--- src/rtl/glyph_blit_8x8_macros.svh ---
// assertion macros shared by the glyph blitter modules
`ifndef GLYPH_BLIT_8X8_MACROS_SVH
`define GLYPH_BLIT_8X8_MACROS_SVH

`ifndef SYNTH
`define GB8_ASSERT_IMPL(label, ante, cons, msg) \
    label: assert property (@(posedge i_clk) disable iff (!i_rst_n) (ante) |-> (cons)) \
        else $error(msg);
`define GB8_ASSERT_NEXT(label, ante, cons, msg) \
    label: assert property (@(posedge i_clk) disable iff (!i_rst_n) (ante) |=> (cons)) \
        else $error(msg);
`else
`define GB8_ASSERT_IMPL(label, ante, cons, msg)
`define GB8_ASSERT_NEXT(label, ante, cons, msg)
`endif

`endif

--- src/rtl/gb8_pkg.sv ---
package gb8_pkg;

    localparam int GLYPH_DIM    = 8;
    localparam int GLYPH_PIXELS = GLYPH_DIM * GLYPH_DIM;
    localparam int COL_W        = $clog2(GLYPH_DIM);
    localparam int OFFSET_W     = 16;
    localparam int COLOR_W      = 8;
    localparam int QUEUE_DEPTH  = 2;
    localparam int QPTR_W       = $clog2(QUEUE_DEPTH);
    localparam int QCNT_W       = $clog2(QUEUE_DEPTH + 1);

    typedef enum logic {
        MODE_OPAQUE      = 1'b0,
        MODE_TRANSPARENT = 1'b1
    } t_mode;

endpackage

--- src/rtl/gb8_front.sv ---
`include "glyph_blit_8x8_macros.svh"

module gb8_front
    import gb8_pkg::*;
#(
    parameter int ADDR_BITS = 16
) (
    input  logic                    i_clk,
    input  logic                    i_rst_n,
    input  logic                    i_push,
    output logic                    o_full,
    input  logic                    i_operation,
    input  logic [OFFSET_W-1:0]     i_start_offset,
    input  logic [GLYPH_PIXELS-1:0] i_glyph_bits,
    input  logic [COLOR_W-1:0]      i_fore_color,
    input  logic [COLOR_W-1:0]      i_back_color,
    output logic                    o_q_valid,
    input  logic                    i_q_take,
    output t_mode                   o_q_mode,
    output logic [ADDR_BITS-1:0]    o_q_start,
    output logic [GLYPH_PIXELS-1:0] o_q_glyph,
    output logic [COLOR_W-1:0]      o_q_fore,
    output logic [COLOR_W-1:0]      o_q_back
);

    localparam int EXT_W = ADDR_BITS + OFFSET_W;

    t_mode                   r_q_mode  [QUEUE_DEPTH];
    logic [ADDR_BITS-1:0]    r_q_start [QUEUE_DEPTH];
    logic [GLYPH_PIXELS-1:0] r_q_glyph [QUEUE_DEPTH];
    logic [COLOR_W-1:0]      r_q_fore  [QUEUE_DEPTH];
    logic [COLOR_W-1:0]      r_q_back  [QUEUE_DEPTH];
    logic [QPTR_W-1:0]       r_wr_ptr, r_rd_ptr;
    logic [QCNT_W-1:0]       r_count;

    t_mode                   in_mode;
    logic [EXT_W-1:0]        start_ext;
    logic                    skip;
    logic                    accept;
    logic                    wr;
    logic                    rd;

    assign in_mode   = t_mode'(i_operation);
    // zero-extend or truncate the 16-bit offset to the address width
    assign start_ext = {{ADDR_BITS{1'b0}}, i_start_offset};
    // a transparent glyph with no set bits produces no writes at all
    assign skip      = (in_mode == MODE_TRANSPARENT) && (i_glyph_bits == '0);
    assign o_full    = (r_count == QCNT_W'(QUEUE_DEPTH));
    assign accept    = i_push && !o_full;
    assign wr        = accept && !skip;
    assign o_q_valid = (r_count != '0);
    assign rd        = i_q_take && o_q_valid;

    always_ff @(posedge i_clk) begin
        if (wr) begin
            r_q_mode[r_wr_ptr]  <= in_mode;
            r_q_start[r_wr_ptr] <= start_ext[ADDR_BITS-1:0];
            r_q_glyph[r_wr_ptr] <= i_glyph_bits;
            r_q_fore[r_wr_ptr]  <= i_fore_color;
            r_q_back[r_wr_ptr]  <= i_back_color;
        end
    end

    always_ff @(posedge i_clk) begin
        if (!i_rst_n) begin
            r_wr_ptr <= '0;
            r_rd_ptr <= '0;
            r_count  <= '0;
        end else begin
            if (wr) begin
                r_wr_ptr <= r_wr_ptr + 1'b1;
            end
            if (rd) begin
                r_rd_ptr <= r_rd_ptr + 1'b1;
            end
            if (wr && !rd) begin
                r_count <= r_count + 1'b1;
            end else if (rd && !wr) begin
                r_count <= r_count - 1'b1;
            end
        end
    end

    assign o_q_mode  = r_q_mode[r_rd_ptr];
    assign o_q_start = r_q_start[r_rd_ptr];
    assign o_q_glyph = r_q_glyph[r_rd_ptr];
    assign o_q_fore  = r_q_fore[r_rd_ptr];
    assign o_q_back  = r_q_back[r_rd_ptr];

    `GB8_ASSERT_IMPL(a_count_bound, 1'b1, r_count <= QCNT_W'(QUEUE_DEPTH),
        "command queue count out of range")
    `GB8_ASSERT_IMPL(a_ptr_gap, 1'b1,
        (r_count == QCNT_W'(QUEUE_DEPTH)) || (r_count == '0) || (r_wr_ptr != r_rd_ptr),
        "queue pointers disagree with count")
    `GB8_ASSERT_NEXT(a_skip_no_write, accept && skip && !rd, $stable(r_count),
        "empty transparent command entered the queue")

endmodule

--- src/rtl/gb8_raster.sv ---
`include "glyph_blit_8x8_macros.svh"

module gb8_raster
    import gb8_pkg::*;
#(
    parameter int SCREEN_WIDTH = 320,
    parameter int ADDR_BITS    = 16
) (
    input  logic                    i_clk,
    input  logic                    i_rst_n,
    input  logic                    i_q_valid,
    output logic                    o_q_take,
    input  t_mode                   i_q_mode,
    input  logic [ADDR_BITS-1:0]    i_q_start,
    input  logic [GLYPH_PIXELS-1:0] i_q_glyph,
    input  logic [COLOR_W-1:0]      i_q_fore,
    input  logic [COLOR_W-1:0]      i_q_back,
    output logic                    o_empty,
    input  logic                    i_pop,
    output logic [OFFSET_W-1:0]     o_pixel_address,
    output logic [COLOR_W-1:0]      o_pixel_color,
    output logic                    o_last_write
);

    localparam int EXT_W = ADDR_BITS + OFFSET_W;

    logic                    r_busy;
    logic [GLYPH_PIXELS-1:0] r_glyph;
    logic [GLYPH_PIXELS-1:0] r_mask;
    logic [COL_W-1:0]        r_col;
    logic [ADDR_BITS-1:0]    r_row_start;
    logic [COLOR_W-1:0]      r_fore;
    logic [COLOR_W-1:0]      r_back;
    logic                    r_out_valid;
    logic [ADDR_BITS-1:0]    r_out_addr;
    logic [COLOR_W-1:0]      r_out_color;
    logic                    r_out_last;

    logic                    pop_ok;
    logic                    out_free;
    logic                    step;
    logic                    finish;
    logic                    emit;
    logic [ADDR_BITS-1:0]    pix_addr;
    logic [EXT_W-1:0]        addr_ext;

    assign pop_ok   = i_pop && r_out_valid;
    assign out_free = !r_out_valid || pop_ok;
    assign step     = r_busy && out_free;
    // no pixel left to draw after the current position
    assign finish   = step && (r_mask[GLYPH_PIXELS-1:1] == '0);
    assign emit     = step && r_mask[0];
    assign o_q_take = i_q_valid && (!r_busy || finish);
    assign pix_addr = r_row_start + ADDR_BITS'(r_col);

    always_ff @(posedge i_clk) begin
        if (!i_rst_n) begin
            r_busy      <= 1'b0;
            r_out_valid <= 1'b0;
        end else begin
            if (o_q_take) begin
                r_busy <= 1'b1;
            end else if (finish) begin
                r_busy <= 1'b0;
            end
            if (emit) begin
                r_out_valid <= 1'b1;
            end else if (pop_ok) begin
                r_out_valid <= 1'b0;
            end
        end
    end

    always_ff @(posedge i_clk) begin
        if (o_q_take) begin
            r_glyph     <= i_q_glyph;
            r_mask      <= (i_q_mode == MODE_TRANSPARENT) ? i_q_glyph : '1;
            r_col       <= '0;
            r_row_start <= i_q_start;
            r_fore      <= i_q_fore;
            r_back      <= i_q_back;
        end else if (step) begin
            r_glyph <= r_glyph >> 1;
            r_mask  <= r_mask >> 1;
            r_col   <= r_col + 1'b1;
            if (r_col == COL_W'(GLYPH_DIM - 1)) begin
                r_row_start <= r_row_start + ADDR_BITS'(SCREEN_WIDTH);
            end
        end
        if (emit) begin
            r_out_addr  <= pix_addr;
            r_out_color <= r_glyph[0] ? r_fore : r_back;
            r_out_last  <= finish;
        end
    end

    assign addr_ext        = {{OFFSET_W{1'b0}}, r_out_addr};
    assign o_pixel_address = addr_ext[OFFSET_W-1:0];
    assign o_pixel_color   = r_out_color;
    assign o_last_write    = r_out_last;
    assign o_empty         = !r_out_valid;

    `GB8_ASSERT_IMPL(a_busy_has_pixels, r_busy, r_mask != '0,
        "raster active with nothing left to draw")
    `GB8_ASSERT_NEXT(a_take_starts, o_q_take, r_busy,
        "command taken but raster not active")
    `GB8_ASSERT_IMPL(a_emit_needs_room, emit, out_free,
        "pixel written over a waiting result")

endmodule

--- src/rtl/glyph_blit_8x8.sv ---
// 8x8 monochrome glyph blitter. Each accepted command expands into framebuffer
// writes in row-major order at start + row*SCREEN_WIDTH + column, wrapped to
// ADDR_BITS; opaque commands give 64 writes, transparent ones one write per
// set bit, the last carrying o_last_write. A two-entry command queue sits in
// front of the raster unit, which walks one glyph position per cycle unless
// its output register is full; a transparent command with no set bits is
// dropped on entry. The next command is loaded in the cycle the previous one
// finishes. Writes leave through a one-entry output register, so the raster
// walk stalls only while a finished write is still not popped.
module glyph_blit_8x8
    import gb8_pkg::*;
#(
    parameter int SCREEN_WIDTH = 320,
    parameter int ADDR_BITS    = 16
) (
    input  logic                    i_clk,
    input  logic                    i_rst_n,
    input  logic                    push,
    output logic                    full,
    input  logic                    i_operation,
    input  logic [OFFSET_W-1:0]     i_start_offset,
    input  logic [GLYPH_PIXELS-1:0] i_glyph_bits,
    input  logic [COLOR_W-1:0]      i_fore_color,
    input  logic [COLOR_W-1:0]      i_back_color,
    output logic                    empty,
    input  logic                    pop,
    output logic [OFFSET_W-1:0]     o_pixel_address,
    output logic [COLOR_W-1:0]      o_pixel_color,
    output logic                    o_last_write
);

    logic                    q_valid;
    logic                    q_take;
    t_mode                   q_mode;
    logic [ADDR_BITS-1:0]    q_start;
    logic [GLYPH_PIXELS-1:0] q_glyph;
    logic [COLOR_W-1:0]      q_fore;
    logic [COLOR_W-1:0]      q_back;

    gb8_front #(
        .ADDR_BITS (ADDR_BITS)
    ) u_front (
        .i_clk          (i_clk),
        .i_rst_n        (i_rst_n),
        .i_push         (push),
        .o_full         (full),
        .i_operation    (i_operation),
        .i_start_offset (i_start_offset),
        .i_glyph_bits   (i_glyph_bits),
        .i_fore_color   (i_fore_color),
        .i_back_color   (i_back_color),
        .o_q_valid      (q_valid),
        .i_q_take       (q_take),
        .o_q_mode       (q_mode),
        .o_q_start      (q_start),
        .o_q_glyph      (q_glyph),
        .o_q_fore       (q_fore),
        .o_q_back       (q_back)
    );

    gb8_raster #(
        .SCREEN_WIDTH (SCREEN_WIDTH),
        .ADDR_BITS    (ADDR_BITS)
    ) u_raster (
        .i_clk           (i_clk),
        .i_rst_n         (i_rst_n),
        .i_q_valid       (q_valid),
        .o_q_take        (q_take),
        .i_q_mode        (q_mode),
        .i_q_start       (q_start),
        .i_q_glyph       (q_glyph),
        .i_q_fore        (q_fore),
        .i_q_back        (q_back),
        .o_empty         (empty),
        .i_pop           (pop),
        .o_pixel_address (o_pixel_address),
        .o_pixel_color   (o_pixel_color),
        .o_last_write    (o_last_write)
    );

endmodule

--- config.mk ---
export PLATFORM = sky130hd
export DESIGN_NAME = glyph_blit_8x8
export DESIGN_NICKNAME = d
export VERILOG_FILES = /design/src/rtl/gb8_pkg.sv /design/src/rtl/gb8_front.sv /design/src/rtl/gb8_raster.sv /design/src/rtl/glyph_blit_8x8.sv
export VERILOG_INCLUDE_DIRS = /design/src /design/src/rtl
export SDC_FILE = /design/constraint.sdc
export NUM_CORES = 1
export LEC_CHECK = 0
export ABC_CLOCK_PERIOD_IN_PS = 5800
export BUFFER_PORTS_ARGS = -buffer_cell sky130_fd_sc_hd__buf_2
export CAP_MARGIN = 20
export CORE_MARGIN = 1
export CORE_UTILIZATION = 56
export CTS_BUF_LIST = sky130_fd_sc_hd__clkbuf_8
export DETAILED_ROUTE_END_ITERATION = 8
export GPL_ROUTABILITY_DRIVEN = 0
export PLACE_DENSITY = 0.76
export SLEW_MARGIN = 10
export SYNTH_ARGS = -nofsm -noshare
export SYNTH_HDL_FRONTEND = slang
export SYNTH_SLANG_ARGS = --single-unit
--- constraint.sdc ---
create_clock -name i_clk -period 5.8 [get_ports i_clk]
set_input_delay 0.58 -clock i_clk [delete_from_list [all_inputs] [get_ports i_clk]]
set_output_delay 0.58 -clock i_clk [all_outputs]
set_load 0.005 [all_outputs]
**Word level (Yosys, flattened, before mapping)**

Memories as Yosys holds them, arrays and structs flattened. A register that Yosys moved wholly into a read port is not among the register bits.
Index checks and enable logic that the tools add are counted.
Widths: inputs -> output; s select.

- Register bits: 178
- Memory bits (writable): 194
- Bits of input ports: 101
- Logic and storage cells: 77
- Memories: 5

Memory list:

| memory | words | bits a word | rd ports | clocked after memory_dff | write ports | line | RTL |
|---|---|---|---|---|---|---|---|
| u_front.r_q_glyph | 2 | 64 | 1 | 1 | 1 | gb8_front.sv:30 | `logic [GLYPH_PIXELS-1:0] r_q_glyph [QUEUE_DEPTH];` |
| u_front.r_q_start | 2 | 16 | 1 | 1 | 1 | gb8_front.sv:29 | `logic [ADDR_BITS-1:0] r_q_start [QUEUE_DEPTH];` |
| u_front.r_q_back | 2 | 8 | 1 | 1 | 1 | gb8_front.sv:32 | `logic [COLOR_W-1:0] r_q_back [QUEUE_DEPTH];` |
| u_front.r_q_fore | 2 | 8 | 1 | 1 | 1 | gb8_front.sv:31 | `logic [COLOR_W-1:0] r_q_fore [QUEUE_DEPTH];` |
| u_front.r_q_mode | 2 | 1 | 1 | 1 | 1 | gb8_front.sv:28 | `t_mode r_q_mode [QUEUE_DEPTH];` |

- $add $sub $neg: 7
- Eq/ne operators: 2
- Multiplexer cells: 23
- Reduce and logical (&&, ||, !) cells: 28

Operator list:

| kind | count |
|---|---|
| $mux 64 | 5 |
| $logic_not 64->1 | 1 |
| $logic_not 63->1 | 1 |
| $mux 16 | 3 |
| $add 16x3->16 | 1 |
| $add 16x9->16 const B | 1 |
| $mux 1 | 12 |
| $reduce_bool 2->1 | 6 |
| $logic_and 1x1->1 | 11 |
| $mux 8 | 1 |
| $logic_not 1->1 | 6 |
| $mux 2 | 2 |
| $add 3x1->3 const B | 1 |
| $eq 3x3->1 const B | 1 |
| $add 1x1->1 const B | 2 |
| $add 2x1->2 const B | 1 |
| $eq 2x2->1 const B | 1 |
| $logic_or 1x1->1 | 2 |
| $reduce_and 2->1 | 1 |
| $sub 2x1->2 const B | 1 |

**Depth between registers and ports, before layout**

- Depth in word-level cells: 10
- Depth in mapped cells: 10
- Depth with buffers taken out: 8

**By module**

From an unflattened synthesis, not the netlist that was laid out.

- Cell total of the unflattened synthesis: 893
- Area total of the unflattened synthesis: 16131.7 um^2

Modules (own cells, without submodules):

| module | times used | cells an instance | area each (um^2) | sequential area each (um^2) |
|---|---|---|---|---|
| gb8_raster | 1 | 542 | 8748.4 | 5655.4 |
| gb8_front | 1 | 351 | 7383.3 | 5925.7 |

**Least setup slack after synthesis**

OpenSTA, ideal clock, no wires.

- Path type: in2reg
- Start point: input i_operation
- End point: memory u_front.r_q_back[0][0], enable pin
- Library setup time: 566 ps
- Arrival: 5492 ps
- Required time: 5234 ps
- Path slack: -258 ps
- Cell stages on the path: 5
- Path buffers: 0
- Path through: nor4b_1 -> nand4_1 -> nor3_1 -> a21oi_1 -> nor2b_1

- Longest elaborated chain between the ends: 5

RTL lines:

| item | line | RTL |
|---|---|---|
| start, declared | glyph_blit_8x8.sv:20 | `input logic i_operation,` |
| $logic_and 1x1->1 | gb8_front.sv:47 | `assign skip = (in_mode == MODE_TRANSPARENT) && (i_glyph_bits == '0);` |
| $logic_not 1->1 | gb8_front.sv:50 | `assign wr = accept && !skip;` |
| $logic_and 1x1->1 | gb8_front.sv:50 |  |
| $mux 1 | gb8_front.sv:55 | `if (wr) begin` |
| $mux 1 (implied by the code) | gb8_front.sv:60 | `r_q_back[r_wr_ptr] <= i_back_color;` |
| end, declared | gb8_front.sv:32 |  |

Every way passes these cells.

**Worst setup path after layout**

- Start point: register u_raster.r_out_valid
- End point: register u_raster.r_row_start[9], enable pin

- Longest elaborated chain between the ends: 8

RTL lines:

| item | line | RTL |
|---|---|---|
| start, declared | gb8_raster.sv:34 | `logic r_out_valid;` |
| start signal, assigned | gb8_raster.sv:59 | `r_out_valid <= 1'b0;` |
| start signal, assigned | gb8_raster.sv:67 | `r_out_valid <= 1'b1;` |
| start signal, assigned | gb8_raster.sv:69 | `r_out_valid <= 1'b0;` |
| $logic_not 1->1 / $logic_and 1x1->1 (equally long branches) | gb8_raster.sv:48, gb8_raster.sv:47 |  |
| $logic_or 1x1->1 (*) | gb8_raster.sv:48 | `assign out_free = !r_out_valid \|\| pop_ok;` |
| $logic_and 1x1->1 (*) | gb8_raster.sv:49 | `assign step = r_busy && out_free;` |
| $logic_and 1x1->1 | gb8_raster.sv:51 | `assign finish = step && (r_mask[GLYPH_PIXELS-1:1] == '0);` |
| $logic_or 1x1->1 | gb8_raster.sv:53 | `assign o_q_take = i_q_valid && (!r_busy \|\| finish);` |
| $logic_and 1x1->1 | gb8_raster.sv:53 |  |
| $reduce_bool 2->1 (no source line) | -- |  |
| $reduce_and 2->1 (no source line) (*) | -- |  |
| end signal, assigned | gb8_raster.sv:79 | `r_row_start <= i_q_start;` |
| end signal, assigned | gb8_raster.sv:87 | `r_row_start <= r_row_start + ADDR_BITS'(SCREEN_WIDTH);` |
| end, declared | gb8_raster.sv:31 | `logic [ADDR_BITS-1:0] r_row_start;` |

Every way passes the cells marked *; elsewhere a longest branch is shown, timed or not.
A chain may end at the register's enable or synchronous reset.

==> summary.md <==
After global routing the overflow that remains totals 0. In the final layout, flip-flops and latches occupy 11600 µm². The total of fill cells in the finished design was 1901.

The number of diodes added for antenna fixing was 0; the total chip power was 0.00924 W. In this run the static leakage power is 6.01 nW. The largest individual stage delay along the critical path comes from the cell sky130_fd_sc_hd__buf_4.

Clock-pin transition on the worst setup and hold timing paths: 70 ps. For the worst-skew pair, the clock arrives at the later sink with an insertion delay of 580 ps. For the pin count of the biggest net entering global routing, the log shows 159. The top cell types in the final layout, fill and taps aside, are sky130_fd_sc_hd__edfxtp_1 (379), sky130_fd_sc_hd__buf_2 (127), sky130_fd_sc_hd__nor2_1 (91). The run gives 57.1% as the effective utilization at floorplan.

After detailed routing, the number of vias per cell comes to 5.63. Die height: 168 µm. The critical path start-end classification is flip-flop to flip-flop. The count of synthesis-stage warnings from yosys is 0. Setup violations remaining at the end of the flow were counted as 0. The mapped netlist covers 15400 µm². The cell count after synthesis came out at 996. The smallest clock period supported by the final layout is computed as 3320 ps.

The flow ran to the end, and the final reports show no timing, DRC or antenna violations. The standard-cell row count is 60, and the synthesized netlist net count is 1104. In the global route stage, met2 resource usage came out at 33.4%. The min-delay analysis places its worst path in the category primary input to flip-flop. The tools report the number of antenna-violating nets in the routed design as 0.

Standard cell core area: 27000 µm². The horizontal extent of the die was 168 µm; the synthesis-to-layout area growth was 12.4%. Between clock sinks in the finished design, the worst skew comes to 17.8 ps. The first global-routing pass estimated 44600 µm of wire.

The routed length per placed instance works out to 18.7 µm. The count of buffers added on input and output ports is 127. The number of violations of the max-capacitance limit is 0, and the maximum fanout encountered on the critical timing path is 122. Based on the critical path, the design can be clocked at up to 0.301 GHz. The tools report the max-slew violation count as 0. Walking the worst path, the cells encountered are nand2b_1, nand4_1, nor4_2, a21oi_4, buf_4, nand2_1.

The average instance in the mapped netlist occupies 15.5 µm². Summing all multi-input logic gate instances after layout gives 3450 µm². For this block, the initial DRC count from the detailed router was 747. For this run, global-route usage on met3 was measured as 3.46%. The share of final-layout standard cells stronger than drive strength 1 is 20.5%.

The biggest cell delay along the critical path was 890 ps; the required time reported for the critical path endpoint was 5990 ps. During I/O placement, the number of pins put on the boundary was 128. Summing all non-filler instances in the final layout gives an area of 17300 µm². Synthesis inferred 389 register bits. For this run, the leading register cell type out of synthesis is sky130_fd_sc_hd__edfxtp_1.

The tools report the clock tree root driver cell as sky130_fd_sc_hd__clkbuf_8. Once routing completed, OpenROAD measured the worst setup slack at 2480 ps. Summed over all nets, the half-perimeter wirelength after detailed placement is 18400 µm. The initial antenna violation count was 0. STA classifies the critical path startpoint as a flip-flop. The tightest hold path in the finished design has a slack of 185 ps. The run gives 0.302 mV as the peak supply drop. Counting the buffers created by CTS gives 58. STA puts the critical path data arrival time at 3520 ps.

The clock net in this run drives a total of 389 sinks. Setup repair after global routing left no endpoint under its margin. For this block, the routed nets add up to 28400 µm of wire.

The run gives 8572 as the overall via count from detail_route. The number of hold-slack violations in the final timing report is 0, and the number of buffers added to fix hold violations after cts is 0. The first TritonRoute pass finished after 5 iterations. The leading cell type in the layout, fill and taps excluded is sky130_fd_sc_hd__edfxtp_1.

Once the clock tree was built, the resizer swapped 0 gates to a different size. The tools report the worst slack at placement as 2110 ps. The share of the Yosys chip area taken by registers is 75.2%. TritonCTS built the clock tree.

For this run, asynchronously set or reset flops after synthesis account for 0%. At the pin with the least slew margin, the transition time is 1100 ps. The headroom to the max-slew limit came out at 26.6%. The endpoint type of the worst setup path is a flip-flop. H-tree depth reported by CTS: 2. Number of nets in the layout: 1244. The worst path uses 57.3% of the clock period. The number of flops mapped to enable cells by yosys was 379; the total setup buffers inserted after CTS was 0.

Setup total negative slack on the finished layout was measured at 0 ps. The met1 capacity usage during global routing was 29.1%; the total global routing track utilization was 20.6%. The tools report the via count of the first global-routing pass as 8326.

For the remaining routing DRC violations, the log shows 0. The die covers 28200 µm². After synthesis, the netlist uses 39 different library cells. The layer with the highest usage after global routing is met2. The logs give 3 for the number of buffers on the longest clock path and 16200 µm² for the post-place instance area. The power per unit of standard cell area came out at 534 nW/µm².
power by group:
group / total, W / switching (W) / internal (W)
sequential: 0.00489 / 0.000500 / 0.00439
combinational: 0.00230 / 0.00147 / 0.000832
clock: 0.00205 / 0.000994 / 0.00105
cells in the mapped netlist (all sizes together) (3+ instances only):
cell type | count | area share, %
clkbuf | 33 | 0.80
a31oi | 63 | 2.6
xnor2 | 15 | 0.85
ha | 6 | 0.49
inv | 8 | 0.20
a21oi | 15 | 0.51
nor4 | 37 | 1.6
and3 | 3 | 0.12
mux2 | 25 | 1.8
edfxtp | 379 | 74
o21ai | 69 | 2.2
xor2 | 10 | 0.57
nor3 | 5 | 0.16
nor2b | 5 | 0.20
mux2i | 80 | 5.2
nor2 | 91 | 2.2
nand2 | 79 | 1.9
dfxtp | 10 | 1.3
and2 | 3 | 0.12
nand4 | 12 | 0.49
nand3 | 14 | 0.46
buf | 22 | 1.5
layer usage:
| metal | vias up | wire (µm) |
|---|---|---|
| li1 | 4118 | - |
| met1 | 4153 | 12600 |
| met2 | 267 | 13900 |
| met3 | 34 | 1550 |
| met4 | 0 | 395 |
| met5 | - | 0 |
logic make-up after synthesis:
group           Yosys count  share of synthesized area [%]
fa+ha+maj                 7                          0.618
buf+inv                  64                           2.51
mux                     105                           7.03
flops                   389                           75.2
simple gates            252                           7.47
compound gates          154                           5.71
xor+xnor                 25                           1.42
critical path: cells and delay by family, from the launching register on:
kind                   cells  cell delay (ps)
and+or+nand+nor            4              960
DFF                        1              370
buffers and inverters      1              890
AOI/OAI and AO/OA          1              600
registers in the layout, indices dropped and copies added, names as in the netlist, 8 cells and up, named ones only:
name and cells:
u_raster.r_fore 8, u_front.r_q_start 32, u_raster.o_pixel_address 16, u_front.r_q_back 16, u_raster.o_pixel_color 8, u_front.r_q_fore 16
u_front.r_q_glyph 128, u_raster.r_glyph 64, u_raster.r_row_start 16, u_raster.r_mask 64, u_raster.r_back 8
area by class of cell:
cell class / count / share of cell area [%]
clock buffer: 64 / 5.09
clock inverter: 42 / 1.15
inverter: 9 / 0.224
multi-input combinational: 543 / 19.9
sequential: 389 / 67.0
tap: 341 / 2.47
timing repair buffer: 135 / 4.14
final timing paths:
| path | startpoint | to | slack [ps] | cells past startpoint |
|---|---|---|---|---|
| setup reg to reg | u_raster.r_out_valid | u_raster.r_row_start[9] | 2480 | 6 |
| hold / removal | i_start_offset[7] | u_front.r_q_start[1][7] | 190 | 1 |
| hold reg to reg | u_raster.r_col[2] | u_raster.r_col[2] | 500 | 2 |
| setup / recovery | u_raster.r_out_valid | u_raster.r_row_start[9] | 2480 | 6 |
per-stage QoR:
stage	std cells	utilization, %
CTS	1522	64.1
finish	1523	64.2
global placement	1416	60.1
detailed placement	1416	60.1
global route	1523	64.2
floorplan	996	-
(Power assumes the default switching activity.)
